--- src/hdl/cbfv_pkg.sv ---
`timescale 1ns / 1ps
`default_nettype none
// ----------------------------------------------------------------------------
// cbfv_pkg
// Shared types and constants of the command batch frame validator.
// ----------------------------------------------------------------------------
package cbfv_pkg;

  // Fixed frame layout
  localparam int HeaderBytes     = 24;
  localparam int CommandAlign    = 8;
  localparam int MinCommandBytes = 8;
  localparam int AlignBits       = $clog2(CommandAlign);
  localparam int MinBytesW       = $clog2(MinCommandBytes + 1);
  localparam int CntProdW        = 32 + MinBytesW;
  localparam int SizeFieldW      = 32;

  // Configuration port
  localparam int CfgDataW = 64;
  localparam int CfgAddrW = 5;

  typedef enum logic [1:0] {
    RegMemorySize      = 2'd0,
    RegExpectedVersion = 2'd1,
    RegMaxBatchBytes   = 2'd2,
    RegMaxCommands     = 2'd3
  } reg_idx_e;

  localparam logic [32:0] MemorySizeRst      = 33'd65536;
  localparam logic [31:0] ExpectedVersionRst = 32'd1;
  localparam logic [31:0] MaxBatchBytesRst   = 32'd16777216;
  localparam logic [31:0] MaxCommandsRst     = 32'd4096;

  typedef enum logic {
    OpHeader = 1'b0,
    OpRegion = 1'b1
  } op_e;

  typedef enum logic [2:0] {
    StValid       = 3'd0,
    StMisaligned  = 3'd1,
    StOutOfBounds = 3'd2,
    StBadStruct   = 3'd3,
    StSizeLimit   = 3'd4,
    StBadCount    = 3'd5,
    StBadCmdSize  = 3'd6,
    StTrailing    = 3'd7
  } status_e;

  typedef struct packed {
    logic [0:0]  operation;
    logic [31:0] header_addr;
    logic [31:0] hdr_struct_size;
    logic [31:0] hdr_version;
    logic [31:0] hdr_region_offset;
    logic [31:0] hdr_region_size;
    logic [31:0] hdr_command_count;
    logic [31:0] hdr_reserved;
    logic [63:0] region_word;
  } in_item_t;

  typedef struct packed {
    logic [2:0]  status;
    logic [31:0] issue_offset;
    logic [31:0] command_total;
  } out_item_t;

  typedef struct packed {
    logic [32:0] memory_size;
    logic [31:0] expected_version;
    logic [31:0] max_batch_bytes;
    logic [31:0] max_commands;
  } cfg_t;

endpackage
`default_nettype wire

--- src/hdl/cbfv_cfg_regs.sv ---
`timescale 1ns / 1ps
`default_nettype none
// ----------------------------------------------------------------------------
// cbfv_cfg_regs
// APB register file: memory size, version, batch byte and command limits.
// ----------------------------------------------------------------------------
module cbfv_cfg_regs (
  input  wire logic                          clk_i,
  input  wire logic                          rst_ni,
  input  wire logic                          psel,
  input  wire logic                          penable,
  input  wire logic                          pwrite,
  input  wire logic [cbfv_pkg::CfgAddrW-1:0] paddr,
  input  wire logic [cbfv_pkg::CfgDataW-1:0] pwdata,
  output logic      [cbfv_pkg::CfgDataW-1:0] prdata,
  output logic                               pready,
  output cbfv_pkg::cfg_t                     cfg_o
);

  cbfv_pkg::cfg_t   cfg_q, cfg_d;
  cbfv_pkg::reg_idx_e idx;
  logic             wr_en;

  assign pready = 1'b1;
  assign idx    = cbfv_pkg::reg_idx_e'(paddr[4:3]);
  assign wr_en  = psel & penable & pwrite;

  always_comb begin
    cfg_d = cfg_q;
    if (wr_en) begin
      case (idx)
        cbfv_pkg::RegMemorySize:      cfg_d.memory_size      = pwdata[32:0];
        cbfv_pkg::RegExpectedVersion: cfg_d.expected_version = pwdata[31:0];
        cbfv_pkg::RegMaxBatchBytes:   cfg_d.max_batch_bytes  = pwdata[31:0];
        cbfv_pkg::RegMaxCommands:     cfg_d.max_commands     = pwdata[31:0];
        default:                      cfg_d = cfg_q;
      endcase
    end
  end

  always_comb begin
    case (idx)
      cbfv_pkg::RegMemorySize:      prdata = {31'd0, cfg_q.memory_size};
      cbfv_pkg::RegExpectedVersion: prdata = {32'd0, cfg_q.expected_version};
      cbfv_pkg::RegMaxBatchBytes:   prdata = {32'd0, cfg_q.max_batch_bytes};
      cbfv_pkg::RegMaxCommands:     prdata = {32'd0, cfg_q.max_commands};
      default:                      prdata = '0;
    endcase
  end

  always_ff @(posedge clk_i or negedge rst_ni) begin
    if (!rst_ni) begin
      cfg_q.memory_size      <= cbfv_pkg::MemorySizeRst;
      cfg_q.expected_version <= cbfv_pkg::ExpectedVersionRst;
      cfg_q.max_batch_bytes  <= cbfv_pkg::MaxBatchBytesRst;
      cfg_q.max_commands     <= cbfv_pkg::MaxCommandsRst;
    end else begin
      cfg_q <= cfg_d;
    end
  end

  assign cfg_o = cfg_q;

endmodule
`default_nettype wire

--- src/hdl/cbfv_in_reg.sv ---
`timescale 1ns / 1ps
`default_nettype none
// ----------------------------------------------------------------------------
// cbfv_in_reg
// Input register; holds one transaction until the check stage takes it.
// ----------------------------------------------------------------------------
module cbfv_in_reg (
  input  wire logic               clk_i,
  input  wire logic               rst_ni,
  input  wire logic               in_valid_i,
  output logic                    in_stall_o,
  input  wire cbfv_pkg::in_item_t in_data_i,
  input  wire logic               advance_i,
  output logic                    item_valid_o,
  output cbfv_pkg::in_item_t      item_o
);

  logic               valid_q, valid_d;
  cbfv_pkg::in_item_t item_q, item_d;
  logic               load;

  // Slot free, or its item leaves this cycle
  assign load       = !valid_q || advance_i;
  assign in_stall_o = !load;

  always_comb begin
    valid_d = valid_q;
    item_d  = item_q;
    if (load) begin
      valid_d = in_valid_i;
      item_d  = in_data_i;
    end
  end

  always_ff @(posedge clk_i or negedge rst_ni) begin
    if (!rst_ni) begin
      valid_q <= 1'b0;
    end else begin
      valid_q <= valid_d;
    end
  end

  always_ff @(posedge clk_i) begin
    item_q <= item_d;
  end

  assign item_valid_o = valid_q;
  assign item_o       = item_q;

endmodule
`default_nettype wire

--- src/hdl/cbfv_check.sv ---
`timescale 1ns / 1ps
`default_nettype none
// ----------------------------------------------------------------------------
// cbfv_check
// Header and command checks, batch state, and the result register.
// ----------------------------------------------------------------------------
module cbfv_check (
  input  wire logic               clk_i,
  input  wire logic               rst_ni,
  input  wire cbfv_pkg::cfg_t     cfg_i,
  input  wire logic               item_valid_i,
  input  wire cbfv_pkg::in_item_t item_i,
  output logic                    advance_o,
  output logic                    out_valid_o,
  input  wire logic               out_stall_i,
  output cbfv_pkg::out_item_t     out_data_o
);

  // Batch state
  logic        active_q, active_d;
  logic [31:0] base_q, base_d;
  logic [31:0] rlen_q, rlen_d;
  logic [31:0] left_q, left_d;
  logic [31:0] total_q, total_d;
  logic [32:0] wpos_q, wpos_d;
  logic [32:0] ncs_q, ncs_d;

  // Result register
  logic                out_valid_q, out_valid_d;
  cbfv_pkg::out_item_t out_q, out_d;

  // Step results
  logic                emit;
  cbfv_pkg::status_e   st;
  logic [31:0]         off;
  logic [31:0]         tot;

  // Header terms
  logic [33:0]                   hdr_end, reg_end, mem_ext;
  logic [cbfv_pkg::CntProdW-1:0] cnt_bytes, rsz_ext;

  // Region terms
  logic [31:0] cmd_size;
  logic [32:0] room;
  logic [33:0] new_cur;
  logic [33:0] new_cur4;
  logic [31:0] left_dec;
  logic [31:0] cur_addr, new_addr;

  assign advance_o = item_valid_i && (!out_valid_q || !out_stall_i);

  assign mem_ext   = {1'b0, cfg_i.memory_size};
  assign hdr_end   = {2'b0, item_i.header_addr} + 34'(cbfv_pkg::HeaderBytes);
  assign reg_end   = {2'b0, item_i.hdr_region_offset} + {2'b0, item_i.hdr_region_size};
  assign cnt_bytes = cbfv_pkg::CntProdW'(item_i.hdr_command_count)
                   * cbfv_pkg::CntProdW'(cbfv_pkg::MinCommandBytes);
  assign rsz_ext   = cbfv_pkg::CntProdW'(item_i.hdr_region_size);

  assign cmd_size = item_i.region_word[cbfv_pkg::SizeFieldW-1:0];
  assign room     = {1'b0, rlen_q} - wpos_q;  // word_position == next start here
  assign new_cur  = {1'b0, wpos_q} + {2'b0, cmd_size};
  assign new_cur4 = new_cur + 34'd4;
  assign left_dec = left_q - 32'd1;
  assign cur_addr = base_q + wpos_q[31:0];
  assign new_addr = base_q + new_cur[31:0];

  always_comb begin
    emit     = 1'b0;
    st       = cbfv_pkg::StValid;
    off      = '0;
    tot      = '0;
    active_d = active_q;
    base_d   = base_q;
    rlen_d   = rlen_q;
    left_d   = left_q;
    total_d  = total_q;
    wpos_d   = wpos_q;
    ncs_d    = ncs_q;

    if (advance_o) begin
      if (item_i.operation == cbfv_pkg::OpHeader) begin
        active_d = 1'b0;
        emit     = 1'b1;
        off      = item_i.hdr_region_offset;
        if (item_i.header_addr[1:0] != 2'd0) begin
          st  = cbfv_pkg::StMisaligned;
          off = item_i.header_addr;
        end else if (hdr_end > mem_ext) begin
          st  = cbfv_pkg::StOutOfBounds;
          off = item_i.header_addr;
        end else if (item_i.hdr_struct_size != 32'(cbfv_pkg::HeaderBytes) ||
                     item_i.hdr_version != cfg_i.expected_version ||
                     item_i.hdr_reserved != 32'd0) begin
          st  = cbfv_pkg::StBadStruct;
          off = item_i.header_addr;
        end else if (item_i.hdr_region_size > cfg_i.max_batch_bytes) begin
          st = cbfv_pkg::StSizeLimit;
        end else if (item_i.hdr_region_offset[cbfv_pkg::AlignBits-1:0] != '0) begin
          st = cbfv_pkg::StMisaligned;
        end else if (reg_end > mem_ext) begin
          st = cbfv_pkg::StOutOfBounds;
        end else if (item_i.hdr_command_count > cfg_i.max_commands ||
                     cnt_bytes > rsz_ext) begin
          st = cbfv_pkg::StBadCount;
        end else if (item_i.hdr_command_count == 32'd0) begin
          st = (item_i.hdr_region_size != 32'd0) ? cbfv_pkg::StTrailing
                                                 : cbfv_pkg::StValid;
        end else begin
          // Batch opens; region words follow
          emit     = 1'b0;
          active_d = 1'b1;
          base_d   = item_i.hdr_region_offset;
          rlen_d   = item_i.hdr_region_size;
          left_d   = item_i.hdr_command_count;
          total_d  = item_i.hdr_command_count;
          wpos_d   = '0;
          ncs_d    = '0;
        end
      end else if (active_q) begin
        wpos_d = wpos_q + 33'd8;
        if (wpos_q == ncs_q) begin
          if (cmd_size < 32'(cbfv_pkg::MinCommandBytes) || {1'b0, cmd_size} > room) begin
            emit = 1'b1;
            st   = cbfv_pkg::StBadCmdSize;
            off  = cur_addr;
          end else if (cmd_size[cbfv_pkg::AlignBits-1:0] != '0) begin
            emit = 1'b1;
            st   = cbfv_pkg::StMisaligned;
            off  = cur_addr;
          end else begin
            ncs_d  = new_cur[32:0];
            left_d = left_dec;
            if (left_dec == 32'd0) begin
              emit = 1'b1;
              if (new_cur != {2'b0, rlen_q}) begin
                st  = cbfv_pkg::StTrailing;
                off = new_addr;
              end else begin
                st  = cbfv_pkg::StValid;
                off = base_q;
                tot = total_q;
              end
            end else if (new_cur4 > {2'b0, rlen_q}) begin
              // Too little room left for another size word
              emit = 1'b1;
              st   = cbfv_pkg::StBadCount;
              off  = new_addr;
            end
          end
        end
      end
      if (emit) begin
        active_d = 1'b0;
      end
    end
  end

  always_comb begin
    out_valid_d = out_valid_q;
    out_d       = out_q;
    if (!out_valid_q || !out_stall_i) begin
      out_valid_d         = advance_o && emit;
      out_d.status        = st;
      out_d.issue_offset  = off;
      out_d.command_total = tot;
    end
  end

  always_ff @(posedge clk_i or negedge rst_ni) begin
    if (!rst_ni) begin
      active_q    <= 1'b0;
      base_q      <= '0;
      rlen_q      <= '0;
      left_q      <= '0;
      total_q     <= '0;
      wpos_q      <= '0;
      ncs_q       <= '0;
      out_valid_q <= 1'b0;
    end else begin
      active_q    <= active_d;
      base_q      <= base_d;
      rlen_q      <= rlen_d;
      left_q      <= left_d;
      total_q     <= total_d;
      wpos_q      <= wpos_d;
      ncs_q       <= ncs_d;
      out_valid_q <= out_valid_d;
    end
  end

  always_ff @(posedge clk_i) begin
    out_q <= out_d;
  end

  assign out_valid_o = out_valid_q;
  assign out_data_o  = out_q;

endmodule
`default_nettype wire

--- src/hdl/command_batch_frame_validator_unit.sv ---
`timescale 1ns / 1ps
`default_nettype none
// ----------------------------------------------------------------------------
// command_batch_frame_validator_unit
// Validates a command batch: header checks, then a walk over the commands.
// ----------------------------------------------------------------------------
// A header transaction (operation 0) carries the batch address and the six
// header words; it is checked in order for header alignment, header bounds,
// size/version/reserved word, region byte limit, region alignment, region
// bounds and command count. If all pass, the command region follows as
// 8-byte little-endian words (operation 1); each command starts with a 32-bit
// size that must be at least the minimum, fit the region and be 8-aligned.
// The first error, or acceptance, yields one result transaction carrying a
// status code and an offset; words after that, or with no batch open, give
// no result. A new header abandons any batch in progress.
// Throughput is one transaction per clock while no result is held up. Each
// transaction passes one input register and one result register, with all
// checks in the single logic level between them (34-bit adds and compares,
// one 32x4 constant multiply for the count test). out_stall_i only holds the
// pipeline while a finished result is actually waiting.
// Configuration goes through a 64-bit APB port, registers at 8-byte steps:
//   0x00 memory_size (33 bits), 0x08 expected_version, 0x10 max_batch_bytes,
//   0x18 max_commands. Write them only while the block is idle.
// ----------------------------------------------------------------------------
module command_batch_frame_validator_unit (
  input  wire logic                          clk_i,
  input  wire logic                          rst_ni,
  // Input channel
  input  wire logic                          in_valid_i,
  output logic                               in_stall_o,
  input  wire cbfv_pkg::in_item_t            in_data_i,
  // Result channel
  output logic                               out_valid_o,
  input  wire logic                          out_stall_i,
  output cbfv_pkg::out_item_t                out_data_o,
  // Configuration
  input  wire logic                          psel,
  input  wire logic                          penable,
  input  wire logic                          pwrite,
  input  wire logic [cbfv_pkg::CfgAddrW-1:0] paddr,
  input  wire logic [cbfv_pkg::CfgDataW-1:0] pwdata,
  output logic      [cbfv_pkg::CfgDataW-1:0] prdata,
  output logic                               pready
);

  cbfv_pkg::cfg_t     cfg;
  logic               item_valid;
  cbfv_pkg::in_item_t item;
  logic               advance;

  cbfv_cfg_regs u_cfg (
    .clk_i   (clk_i),
    .rst_ni  (rst_ni),
    .psel    (psel),
    .penable (penable),
    .pwrite  (pwrite),
    .paddr   (paddr),
    .pwdata  (pwdata),
    .prdata  (prdata),
    .pready  (pready),
    .cfg_o   (cfg)
  );

  // Stage 1: capture the incoming transaction
  cbfv_in_reg u_in (
    .clk_i        (clk_i),
    .rst_ni       (rst_ni),
    .in_valid_i   (in_valid_i),
    .in_stall_o   (in_stall_o),
    .in_data_i    (in_data_i),
    .advance_i    (advance),
    .item_valid_o (item_valid),
    .item_o       (item)
  );

  // Stage 2: checks, batch state update, result register
  cbfv_check u_check (
    .clk_i        (clk_i),
    .rst_ni       (rst_ni),
    .cfg_i        (cfg),
    .item_valid_i (item_valid),
    .item_i       (item),
    .advance_o    (advance),
    .out_valid_o  (out_valid_o),
    .out_stall_i  (out_stall_i),
    .out_data_o   (out_data_o)
  );

endmodule
`default_nettype wire
--- config.mk ---
export PLATFORM = sky130hd
export DESIGN_NAME = command_batch_frame_validator_unit
export DESIGN_NICKNAME = d
export VERILOG_FILES = /design/src/hdl/cbfv_pkg.sv /design/src/hdl/cbfv_cfg_regs.sv /design/src/hdl/cbfv_in_reg.sv /design/src/hdl/cbfv_check.sv /design/src/hdl/command_batch_frame_validator_unit.sv
export SDC_FILE = /design/constraint.sdc
export NUM_CORES = 2
export LEC_CHECK = 0
export BUFFER_PORTS_ARGS = -buffer_cell sky130_fd_sc_hd__buf_4
export CAP_MARGIN = 30
export CELL_PAD_IN_SITES_DETAIL_PLACEMENT = 2
export CELL_PAD_IN_SITES_GLOBAL_PLACEMENT = 2
export CORE_AREA = 10 10 343 345
export CTS_CLUSTER_SIZE = 16
export DETAILED_ROUTE_END_ITERATION = 7
export DIE_AREA = 0 0 353 355
export GPL_ROUTABILITY_DRIVEN = 0
export HOLD_SLACK_MARGIN = 0.02
export PLACE_DENSITY_LB_ADDON = 0.1
export SLEW_MARGIN = 30
export SYNTH_ARGS = -nofsm -noshare
export SYNTH_HDL_FRONTEND = slang
export SYNTH_SLANG_ARGS = --single-unit
export TNS_END_PERCENT = 10
--- constraint.sdc ---
create_clock -name clk_i -period 13 [get_ports clk_i]
set_input_delay 2.6 -clock clk_i [delete_from_list [all_inputs] [get_ports clk_i]]
set_output_delay 2.6 -clock clk_i [all_outputs]
set_load 0.05 [all_outputs]
==> results.md <==
- Status: finished, final reports clean
- Max-Slew Margin vs Limit: 25.1%
- First-pass detailed-route iteration total: 7
- R2R Path Start: u_check.wpos_q[8]$_DFFE_PN0P_
- H-Tree Depth: 3
- Via density: 5.97
- Library cell with the largest summed area after synthesis: sky130_fd_sc_hd__edfxtp_1
- Most utilized layer in the global route result: met2
- Core footprint: 110,000 um2
- Post-detailed-route count of antenna-violating nets: 0
- Setup repair after global routing missed its margin: false
- Fraction of final layout cells with drive strength greater than 1: 19.0%
- Critical Path Slowest Stage Cell: sky130_fd_sc_hd__nor4_1
- Total via count in the routed design: 36.5k
- Lkg Pwr: 21.9 nW
- Number of global-route vias before repair: 39.8k
- Maximum ir drop on the vdd rail: 0.126 mV
- Post-synthesis average cell area: 10.2 um2
- Nets@finish: 5,312
- Maximum number of pins on one net before global-route repair: 102
- Crit end category: register
- Die ar.: 125,000 um2
- Total clock buffers created by CTS: 80
- Setup total negative slack: 0 ps
- Count of flip-flops with a built-in enable after synthesis: 324
- End of the worst register-to-register path: u_check.out_data_o[43]$_SDFFCE_PN0P_
- Setup-failing EPs final: 0
- Final Skew: 42.2 ps
- Gate Count Post-Synth: 4,178
- Maximum net fanout on the critical path: 27
- Startpoint-to-endpoint class of the critical path: reg -> reg
- Distinct cell type count of the synthesized netlist: 102
- Final number of max-transition violations: 0
- Most frequent cells after synthesis: sky130_fd_sc_hd__ha_1 (380), sky130_fd_sc_hd__edfxtp_1 (324), sky130_fd_sc_hd__dfrtp_1 (319)
- Proportion of synthesized chip area in sequential cells: 41.7%
- Synthesis warning total: 0
- Met2 Resource Use GR: 51.2%
- Number of placed I/O pins: 499
- FILL cells: 11.6k
- Clock edge transition at the registers on the reported setup and hold paths: 60 ps
- Total power divided by cell area: 153 nW/um2
- Post-DR wirelength/cell: 30.5 um
- Post-Route WL: 187,000 um
- Proportion of netlist area held by the largest area contributor: 22.8%
- Port-buffer cells: 400
- Final critical-path required period: 8760 ps
- R2R depth: 25
- Launching element type of the critical path: register
- Tightest Pin Transition: 1110 ps
- Global-route wire length before repair: 274,000 um
- Clock Tree Root: sky130_fd_sc_hd__clkbuf_16
- Overall power after layout: 0.00769 W
- Minimum setup slack among reg-to-reg paths: 4240 ps
- Hold depth: 1
- Overall die height: 355 um
- Cts-stage hold buffer count: 0
- Final worst path period share: 67.4%
- Leading cell type by number of instances after synthesis: sky130_fd_sc_hd__ha_1
- Clock latency on the worst-skew pair: 690 ps
- Maximum buffer depth of the clock tree: 3
- Data required time of the worst path: 13,400 ps
- Final number of hold-violating endpoints: 0
- CTS tree: done
- Number of antenna violations at the first check in global routing: 12
- Hold Path Origin: u_check.total_q[5]$_DFFE_PN0P_
- Arrival time at the worst endpoint: 9160 ps
- Layout overhead on the synthesized area: 17.4%
- DR DRC count: 0
- Horizontal die dimension: 353 um
- Number of buffers inserted by post-CTS setup repair: 0
- Tightest Hold Check Type: reg -> reg
- Worst Hold Path EP: u_check.total_q[5]$_DFFE_PN0P_
- Fmax achieved: 114 MHz
- Number of gates resized after CTS: 0
- Number of sinks on the clock net: 647
- Synth Register Bits: 647
- Fraction of synthesis flops using an asynchronous set or reset pin: 49.9%
- Leading post-synthesis cells by cell area: sky130_fd_sc_hd__edfxtp_1 (23%), sky130_fd_sc_hd__dfrtp_1 (19%), sky130_fd_sc_hd__ha_1 (11%), sky130_fd_sc_hd__mux2_2 (5.0%), sky130_fd_sc_hd__xnor2_1 (3.7%)
- Number of cell rows: 122
- Detailed Place HPWL: 147,000 um
- Drt first-iter violations: 2,454
- Total routing resource utilization after global routing: 28.9%
- Met1 track utilization from global routing: 35.3%
- CP max stage delay: 730 ps
- Starting Density: 38.7%
- Maxcap violations: 0
- Leading register cell type out of synthesis: sky130_fd_sc_hd__edfxtp_1
- Met3 track utilization from global routing: 4.08%
- Post-Synthesis Cell Area: 42,800 um2
- Grt ovf: 0
[worst max path at each step]
stage                                                 endpoint  slack [ps]  depth (start not counted)                          start
after CTS                 u_check.out_data_o[43]$_SDFFCE_PN0P_        4380                         25  u_check.wpos_q[4]$_DFFE_PN0P_
after global routing      u_check.out_data_o[43]$_SDFFCE_PN0P_        4080                         25  u_check.wpos_q[8]$_DFFE_PN0P_
after detailed placement  u_check.out_data_o[43]$_SDFFCE_PN0P_        4390                         26  u_check.wpos_q[6]$_DFFE_PN0P_
after global placement    u_check.out_data_o[43]$_SDFFCE_PN0P_        4540                         25  u_check.wpos_q[4]$_DFFE_PN0P_
final                     u_check.out_data_o[43]$_SDFFCE_PN0P_        4240                         25  u_check.wpos_q[8]$_DFFE_PN0P_
after floorplan                                     in_stall_o        2490                          2                    out_stall_i
[power breakdown]
group	switching [W]	internal, W	total [W]	leakage, nW
clock	0.00100	0.00136	0.00236	1.31
combinational	0.00165	0.000990	0.00264	13.2
sequential	0.000313	0.00237	0.00269	7.41
[final cells by class]
cell class / instances / area (um2) / area share, %
multi-input combinational: 3128 / 23400 / 46.5
sequential: 647 / 17800 / 35.5
timing repair buffer: 443 / 3410 / 6.80
clock buffer: 104 / 2170 / 4.33
tap: 1488 / 1860 / 3.71
inverter: 265 / 995 / 1.98
clock inverter: 45 / 577 / 1.15
antenna: 3 / 7.51 / 0.0150
[worst max-delay path, delay by kind of cell (launching register included)]
family | cells | cell delay (ps)
adder cells (fa/ha/maj) | 2 | 780
multiplexers | 1 | 250
flip-flops | 1 | 620
XOR/XNOR | 1 | 140
AO/OA/AOI/OAI | 8 | 2230
AND/OR/NAND/NOR | 12 | 4160
buffers and inverters | 1 | 260
[routing by layer]
metal / up-vias / wire length [um]
met2: 1012 / 93200
met1: 18900 / 76000
met4: 4 / 8500
met5: - / 31
li1: 16300 / -
met3: 321 / 8840
[sequential cells by signal (all words and copies together), names as in the netlist]
signal               flops
u_in.item_o            257
u_cfg.cfg_o            129
u_check.out_data_o      67
u_check.ncs_q           33
u_check.base_q          32
u_check.left_q          32
u_check.rlen_q          32
u_check.total_q         32
u_check.wpos_q          30
u_check.active_q         1
u_check.out_valid_o      1
u_in.item_valid_o        1
[placed cells by master, fill, tap and decap left out, types with 35 or more instances in the layout]
cell type	count
sky130_fd_sc_hd__nand3_1	102
sky130_fd_sc_hd__a21o_1	140
sky130_fd_sc_hd__buf_4	435
sky130_fd_sc_hd__nor4_1	87
sky130_fd_sc_hd__clkbuf_16	80
sky130_fd_sc_hd__dfrtp_1	319
sky130_fd_sc_hd__edfxtp_1	324
sky130_fd_sc_hd__xor2_1	105
sky130_fd_sc_hd__nor2_1	219
sky130_fd_sc_hd__a21oi_1	274
sky130_fd_sc_hd__nor3_1	85
sky130_fd_sc_hd__nand4_1	123
sky130_fd_sc_hd__mux2_2	190
sky130_fd_sc_hd__inv_1	265
sky130_fd_sc_hd__mux2i_1	37
sky130_fd_sc_hd__o22ai_1	35
sky130_fd_sc_hd__and2_1	54
sky130_fd_sc_hd__nand2_1	256
sky130_fd_sc_hd__xnor2_1	180
sky130_fd_sc_hd__ha_1	380
sky130_fd_sc_hd__o21ai_0	224
[metrics by stage]
stage          hold WS (ps)  worst slack [ps]  util, %  cell area [um2]  instances
2_1_floorplan           455              2490        -            42900       4210
3_3_place_gp            470              4540     42.9            47300       5967
3_5_place_dp            487              4390     42.9            47400       5969
4_1_cts                 504              4380     45.4            50100       6118
5_1_grt                 524              4080     45.5            50200       6123
6_report                502              4240     45.5            50200       6123
[cells by family after synthesis]
family,share of synthesized area (%)
buffers and inverters,4.24
AOI/OAI and AO/OA,14.4
xor gates and xnor gates,6.09
muxes,7.66
DFF,41.7
adders and majority gates,11.2
and+or+nand+nor,14.7
other,0.0176
Power figures use the tool's default switching activity.
